<file path="config.mk">
export PLATFORM = sky130hd
export DESIGN_NAME = smjdp_merge_flat
export DESIGN_NICKNAME = d
export VERILOG_FILES = /design/src/rtl/assert_macros.svh /design/src/rtl/smjdp_pkg.sv /design/src/rtl/smjdp_in_if.sv /design/src/rtl/smjdp_merge.sv /design/src/flat_wrapper.sv
export SDC_FILE = /design/constraint.sdc
export NUM_CORES = 1
export LEC_CHECK = 0
export BUFFER_PORTS_ARGS = -buffer_cell sky130_fd_sc_hd__buf_2
export CAP_MARGIN = 0
export CELL_PAD_IN_SITES_DETAIL_PLACEMENT = 1
export CELL_PAD_IN_SITES_GLOBAL_PLACEMENT = 2
export CORE_ASPECT_RATIO = 1.75
export CORE_MARGIN = 5
export CORE_UTILIZATION = 40
export CTS_BUF_LIST = sky130_fd_sc_hd__clkbuf_8
export DETAILED_ROUTE_END_ITERATION = 16
export GPL_ROUTABILITY_DRIVEN = 0
export HOLD_SLACK_MARGIN = 0.08
export PLACE_DENSITY_LB_ADDON = 0.15
export SLEW_MARGIN = 10
export SYNTH_ARGS = -nofsm -noshare
export SYNTH_HDL_FRONTEND = slang
export SYNTH_SLANG_ARGS = --single-unit
</file>
<file path="constraint.sdc">
create_clock -name clk -period 5.8 [get_ports clk]
set_clock_uncertainty 0.15 [all_clocks]
set_input_delay 0.87 -clock clk [delete_from_list [all_inputs] [get_ports clk]]
set_output_delay 0.87 -clock clk [all_outputs]
set_load 0.02 [all_outputs]
</file>
<file path="src/rtl/assert_macros.svh">
// Assertion macros used by the RTL file that checks its own logic.
`ifndef ASSERT_MACROS_SVH
`define ASSERT_MACROS_SVH

// Implication checked on every rising clock edge outside reset.
`define SMJDP_ASSERT_IMP(label, ante, cons, msg) \
	label: assert property (@(posedge clk) disable iff (!arst_n) (ante) |-> (cons)) \
		else $error(msg);

// Implication whose consequent is checked in the cycle after the antecedent.
`define SMJDP_ASSERT_NEXT(label, ante, cons, msg) \
	label: assert property (@(posedge clk) disable iff (!arst_n) (ante) |=> (cons)) \
		else $error(msg);

`endif

</file>
<file path="src/rtl/smjdp_pkg.sv">
// Types and codes shared by the sorted merge-join dot product block.
package smjdp_pkg;

	localparam int KIND_BITS  = 3;
	localparam int WANT_BITS  = 2;
	localparam int ACC_BITS   = 64;
	localparam int TALLY_BITS = 40;

	typedef logic [KIND_BITS-1:0]  kind_t;
	typedef logic [WANT_BITS-1:0]  want_t;
	typedef logic [ACC_BITS-1:0]   acc_t;
	typedef logic [TALLY_BITS-1:0] tally_t;

	// Request kinds
	localparam kind_t KIND_A_ENTRY = 3'd0;
	localparam kind_t KIND_B_ENTRY = 3'd1;
	localparam kind_t KIND_A_END   = 3'd2;
	localparam kind_t KIND_B_END   = 3'd3;
	localparam kind_t KIND_START   = 3'd4;

	// Next-feed codes
	localparam want_t WANT_A    = 2'd0;
	localparam want_t WANT_B    = 2'd1;
	localparam want_t WANT_DONE = 2'd2;

	// Decision of the merge stage for one request
	typedef struct packed {
		logic        start;
		logic        take_a;
		logic        take_b;
		logic        match;
		logic [1:0]  union_n;
		want_t       want;
	} merge_ctl_t;

endpackage

</file>
<file path="src/rtl/smjdp_in_if.sv">
// Request channel: tagged stream entries, end marks and start marks.
interface smjdp_in_if #(
	parameter int KEY_BITS   = 64,
	parameter int COUNT_BITS = 32
) ();
	import smjdp_pkg::*;

	logic                  valid;
	logic                  ready;
	kind_t                 kind;
	logic [KEY_BITS-1:0]   key;
	logic [COUNT_BITS-1:0] count;

	modport source (output valid, kind, key, count, input ready);
	modport sink   (input valid, kind, key, count, output ready);
endinterface

</file>
<file path="src/rtl/smjdp_merge.sv">
// Head registers and merge decision: input register stage and decision stage.
module smjdp_merge #(
	parameter int KEY_BITS   = 64,
	parameter int COUNT_BITS = 32
) (
	input  logic                   clk,
	input  logic                   arst_n,
	smjdp_in_if.sink               entry,
	output logic                   dec_valid,
	input  logic                   dec_ready,
	output smjdp_pkg::merge_ctl_t  dec_ctl,
	output logic [COUNT_BITS-1:0]  dec_cnt_a,
	output logic [COUNT_BITS-1:0]  dec_cnt_b
);
	import smjdp_pkg::*;

	// input register
	logic                  v_s1;
	kind_t                 kind_s1;
	logic [KEY_BITS-1:0]   key_s1;
	logic [COUNT_BITS-1:0] cnt_s1;

	// pending heads
	logic                  head_a_valid_q, head_b_valid_q;
	logic                  a_ended_q, b_ended_q;
	logic [KEY_BITS-1:0]   head_a_key_q, head_b_key_q;
	logic [COUNT_BITS-1:0] head_a_count_q, head_b_count_q;

	// decision stage
	logic                  v_s2;
	merge_ctl_t            ctl_s2;
	logic [COUNT_BITS-1:0] cnt_a_s2, cnt_b_s2;

	logic                  s2_free, step;

	// working values of the decision
	logic                  ha, hb, ae, be, start, ta, tb, match;
	logic [KEY_BITS-1:0]   ka, kb;
	logic [COUNT_BITS-1:0] ca, cb;
	merge_ctl_t            ctl_n;

	assign s2_free     = !v_s2 || dec_ready;
	assign step        = v_s1 && s2_free;
	assign entry.ready = !v_s1 || s2_free;

	// input register
	always_ff @(posedge clk or negedge arst_n) begin
		if (!arst_n) begin
			v_s1 <= 1'b0;
		end else if (entry.valid && entry.ready) begin
			v_s1 <= 1'b1;
		end else if (s2_free) begin
			v_s1 <= 1'b0;
		end
	end

	always_ff @(posedge clk) begin
		if (entry.valid && entry.ready) begin
			kind_s1 <= entry.kind;
			key_s1  <= entry.key;
			cnt_s1  <= entry.count;
		end
	end

	// apply the request to the heads, then resolve at most two takes
	always_comb begin
		ha    = head_a_valid_q;
		hb    = head_b_valid_q;
		ae    = a_ended_q;
		be    = b_ended_q;
		ka    = head_a_key_q;
		kb    = head_b_key_q;
		ca    = head_a_count_q;
		cb    = head_b_count_q;
		start = 1'b0;
		unique case (kind_s1)
			KIND_A_ENTRY: begin
				if (!ha && !ae) begin
					ha = 1'b1;
					ka = key_s1;
					ca = cnt_s1;
				end
			end
			KIND_B_ENTRY: begin
				if (!hb && !be) begin
					hb = 1'b1;
					kb = key_s1;
					cb = cnt_s1;
				end
			end
			KIND_A_END: ae = 1'b1;
			KIND_B_END: be = 1'b1;
			KIND_START: begin
				ha    = 1'b0;
				hb    = 1'b0;
				ae    = 1'b0;
				be    = 1'b0;
				start = 1'b1;
			end
			default: ;
		endcase

		ta    = 1'b0;
		tb    = 1'b0;
		match = 1'b0;
		priority if (ha && hb) begin
			if (ka == kb) begin
				ta    = 1'b1;
				tb    = 1'b1;
				match = 1'b1;
			end else if (ka < kb) begin
				// smaller A goes; B left alone follows if A has ended
				ta = 1'b1;
				tb = ae;
			end else begin
				tb = 1'b1;
				ta = be;
			end
		end else if (ha && be) begin
			ta = 1'b1;
		end else if (hb && ae) begin
			tb = 1'b1;
		end else begin
			ta = 1'b0;
		end

		ctl_n.start   = start;
		ctl_n.take_a  = ta;
		ctl_n.take_b  = tb;
		ctl_n.match   = match;
		ctl_n.union_n = match ? 2'd1 : {ta & tb, ta ^ tb};
		priority if (!(ha && !ta) && !ae) begin
			ctl_n.want = WANT_A;
		end else if (!(hb && !tb) && !be) begin
			ctl_n.want = WANT_B;
		end else begin
			ctl_n.want = WANT_DONE;
		end
	end

	// head control state
	always_ff @(posedge clk or negedge arst_n) begin
		if (!arst_n) begin
			head_a_valid_q <= 1'b0;
			head_b_valid_q <= 1'b0;
			a_ended_q      <= 1'b0;
			b_ended_q      <= 1'b0;
		end else if (step) begin
			head_a_valid_q <= ha && !ta;
			head_b_valid_q <= hb && !tb;
			a_ended_q      <= ae;
			b_ended_q      <= be;
		end
	end

	always_ff @(posedge clk) begin
		if (step) begin
			head_a_key_q   <= ka;
			head_b_key_q   <= kb;
			head_a_count_q <= ca;
			head_b_count_q <= cb;
		end
	end

	// decision register
	always_ff @(posedge clk or negedge arst_n) begin
		if (!arst_n) begin
			v_s2 <= 1'b0;
		end else if (s2_free) begin
			v_s2 <= v_s1;
		end
	end

	always_ff @(posedge clk) begin
		if (step) begin
			ctl_s2   <= ctl_n;
			cnt_a_s2 <= ca;
			cnt_b_s2 <= cb;
		end
	end

	assign dec_valid = v_s2;
	assign dec_ctl   = ctl_s2;
	assign dec_cnt_a = cnt_a_s2;
	assign dec_cnt_b = cnt_b_s2;

endmodule

</file>
<file path="src/flat_wrapper.sv">
// flat-port wrapper written by rule: the top's interface ports become plain ports
module smjdp_merge_flat import smjdp_pkg::*;
#(
	parameter int KEY_BITS   = 64,
	parameter int COUNT_BITS = 32
)
  (clk, arst_n, dec_valid, dec_ready, dec_ctl, dec_cnt_a, dec_cnt_b, entry_valid, entry_kind, entry_key, entry_count, entry_ready);
  smjdp_in_if #(.KEY_BITS(KEY_BITS), .COUNT_BITS(COUNT_BITS)) entry_i ();
  input  logic clk;
  input  logic arst_n;
  output logic dec_valid;
  input  logic dec_ready;
  output smjdp_pkg::merge_ctl_t dec_ctl;
  output logic [COUNT_BITS-1:0] dec_cnt_a;
  output logic [COUNT_BITS-1:0] dec_cnt_b;
  input wire logic [$bits(entry_i.valid)-1:0] entry_valid;
  input wire logic [$bits(entry_i.kind)-1:0] entry_kind;
  input wire logic [$bits(entry_i.key)-1:0] entry_key;
  input wire logic [$bits(entry_i.count)-1:0] entry_count;
  output wire logic [$bits(entry_i.ready)-1:0] entry_ready;
  assign entry_i.valid = entry_valid;
  assign entry_i.kind = entry_kind;
  assign entry_i.key = entry_key;
  assign entry_i.count = entry_count;
  assign entry_ready = entry_i.ready;
  smjdp_merge #(.KEY_BITS(KEY_BITS), .COUNT_BITS(COUNT_BITS)) u_core (.clk(clk), .arst_n(arst_n), .entry(entry_i), .dec_valid(dec_valid), .dec_ready(dec_ready), .dec_ctl(dec_ctl), .dec_cnt_a(dec_cnt_a), .dec_cnt_b(dec_cnt_b));
endmodule
</file>
==> qor.csv <==
metric;value;unit
run_status;completed;
grt-ovfl-total;0;
placed_area;0.0140;mm2
drc;0;
synthesis.nets;905;
critPathKind;reg -> reg;
ir_drop;0.200;mV
cts.sinks;305;
synth_edf_count;299;
min_path_type;reg -> reg;
postCtsSetupBuffers;0;
cts_tree;done;
setup_viol_count_final;0;
synthXorXnorAreaFrac;0.000693;
critical_path.top_delay_family;compound AO/OA/AOI/OAI gates;
cts_root_buffer;clkbuf_8;
wl;25900;um
yosysSeqAreaShare;0.723;
synth_adder_area_share;0.0634;
fillers;3143;
dp_hpwl;18200;um
synthCells;738;
min_period;4.74;ns
htreeDepth;2;
finalCritPeriodShare;0.817;
area_delta_synth_final;18.4;%
synthSimpleGateAreaFrac;0.0389;
cts_resized;0;
grt_antenna_before_repair;0;
holdWs;0.297;ns
synth_area;0.0126;mm2
swShare;0.253;
synth_ff_type;edfxtp_1;
muxShareOfSynthArea;0.112;
pwr-share-seq;0.522;
via_count;6820;
cts_hold_buf;1;
drt.antenna.violating_nets;0;
insertion_delay;0.57;ns
die_x;144;um
ioPinCount;177;
synth_top_family_by_area;multiplexers;
synth_compound_area_frac;0.0357;
avgSynthCellArea;17.1;um2
drt_first_pass_iters;4;
crit_slowest_cell;nand2_2;
async_reset_ff_frac;0.0197;
row_count;86;
port_buffers;176;
hold_viol_final;0;
synth_cell_type_count;49;
utilization;0.478;
coreArea;0.0313;mm2
cp_max_fo;31;
grt_pass1_vias;7471;
cp_data_arrival_time;4.91;ns
p_total;5200;uW
nets;1124;
path_clk_slew;0.07;ns
layout_commonest_cell;edfxtp_1;
critical_path.startpoint_type;flop;
endpoint_kind;flop;
worstMarginPinSlew;0.882;ns
grt_max_degree;89;
grt_pass1_wl;40300;um
rsz0062_at_grt;false;
die_y;245;um
p_sw;1310;uW
fmaxAchievable;211;MHz
grt_usage;0.147;
ys_ff_latch;305;
dieArea;0.0354;mm2
relSlewSlack;0.412;
p_comb_frac;0.140;
worst-path-buf-inv;2;
drive_gt1_frac;0.364;
setup_tns;0;ns
final_cell_mix;edfxtp_1, buf_2, mux2_2;
worstPathRequired;5.98;ns
drt_iter0_drc;264;
clkPwrFrac;0.338;
p_int;3890;uW
cts_buffers;46;
p_leak;0.00612;uW
cts_max_path_buffers;3;
via_per_inst;4.91;
initial_utilization;0.403;
finalMaxSlewViolations;0;
p_per_area;348;mW/mm2
cp_cell_sequence;nor3_1, nand2_2, buf_4, mux2_2, ha_1, nand4_1, inv_1, a221oi_1, o32ai_1, a2111oi_1, a21oi_1, xor2_1, nand2b_1;
cap_violations;0;
slowest_delay;0.57;ns
yosys_warnings;0;
drt-wirelength-per-cell;18.7;um
fin_area;0.0150;mm2
antenna_cells;0;
-- synth_stat cells (2+ instances only) --
cell type  count  area (um2)
nor2_1         9        33.8
buf_2          4        20.0
o21ai_1        3        15.0
nand3_1        4        20.0
and2_1         3        18.8
ha_1          64         801
dfrtp_1        6         150
edfxtp_1     299        8980
nor3_1         5        25.0
nand4_1       11        68.8
nor4_1         2        12.5
inv_1         75         282
a221oi_1       4        35.0
clkbuf_1       9        33.8
nor2b_1        3        18.8
a22oi_1        2        15.0
nor4_4         2        42.5
o21ai_0       16        80.1
nand4_2        4        50.1
mux2i_1       34         340
nand2b_1       6        37.5
nand2_1       26        97.6
a21oi_1       25         125
a21o_1         2        15.0
mux2_2        95        1070
nand3b_1       2        15.0
-- sequential cells by signal (all words and copies together) (netlist names) --
register               cells
u_core.v_s1                1
u_core.dec_cnt_b          32
u_core.key_s1             64
u_core.kind_s1             3
u_core.head_a_key_q       64
u_core.b_ended_q           1
u_core.dec_ctl             8
u_core.head_a_valid_q      1
u_core.a_ended_q           1
u_core.cnt_s1             32
u_core.head_b_key_q       64
u_core.dec_cnt_a          32
u_core.dec_valid           1
u_core.head_b_valid_q      1
-- through the flow --
step / setup slack (ns) / instances
after detailed placement: 0.870 / 1304
after CTS: 0.870 / 1388
after global routing: 0.588 / 1388
final: 1.06 / 1388
after global placement: 0.963 / 1304
after floorplan: 1.22 / 738
-- worst paths after layout --
path                                   start              endpoint  slack (ns)  cells after the start
hold / removal             u_core.cnt_s1[17]  u_core.dec_cnt_b[17]        0.30                      0
setup / recovery           u_core.kind_s1[0]     u_core.dec_ctl[2]        1.06                     13
min in group asynchronous             arst_n      u_core.a_ended_q        0.53                      2
max in group asynchronous             arst_n           u_core.v_s1        4.80                      2
setup reg to reg           u_core.kind_s1[0]     u_core.dec_ctl[2]        1.06                     13
hold reg to reg            u_core.cnt_s1[17]  u_core.dec_cnt_b[17]        0.30                      0
-- layout make-up --
class / count / area (um2) / area share
Multi-Input combinational cell: 344 / 3170 / 0.212
Sequential cell: 305 / 9130 / 0.610
Clock buffer: 47 / 647 / 0.0432
Timing Repair Buffer: 185 / 976 / 0.0652
Inverter: 75 / 284 / 0.0190
Tap cell: 396 / 495 / 0.0331
Clock inverter: 36 / 255 / 0.0171
-- metal layers --
| layer | vias to the layer above | global-route usage | wire length, um |
|---|---|---|---|
| met5 | - | 0 | 0 |
| met3 | 56 | 0.0314 | 1670 |
| li1 | 3259 | - | - |
| met4 | 0 | 0.0524 | 786 |
| met2 | 202 | 0.264 | 13300 |
| met1 | 3303 | 0.169 | 10100 |
-- worst register-to-register path, stage by stage, from the launching register on --
cell       delay [ns]
edfxtp_1         0.48
nor3_1           0.36
nand2_2          0.57
buf_4            0.45
mux2_2           0.32
ha_1             0.31
nand4_1          0.23
inv_1            0.06
a221oi_1         0.43
o32ai_1          0.20
a2111oi_1        0.53
a21oi_1          0.17
xor2_1           0.19
nand2b_1         0.07
-- kinds of logic (layout without fill, tap and decap cells) --
kind of cell / count (synthesis) / in the layout
DFF: 305 / 305
muxes: 129 / 129
buffers and inverters: 89 / 343
and+or+nand+nor: 83 / 83
AOI/OAI and AO/OA: 67 / 67
adders and majority gates: 64 / 64
xor gates and xnor gates: 1 / 1
-- power by group through the flow --
| stage | sequential, uW | clock (uW) | combinational, uW |
|---|---|---|---|
| floorplan | 2780 | 0 | 497 |
| global placement | 2760 | 0 | 735 |
| detailed placement | 2760 | 0 | 749 |
| CTS | 2720 | 1850 | 754 |
| global route | 2730 | 1950 | 836 |
| finish | 2720 | 1760 | 728 |
Power figures use the tool's default switching activity.
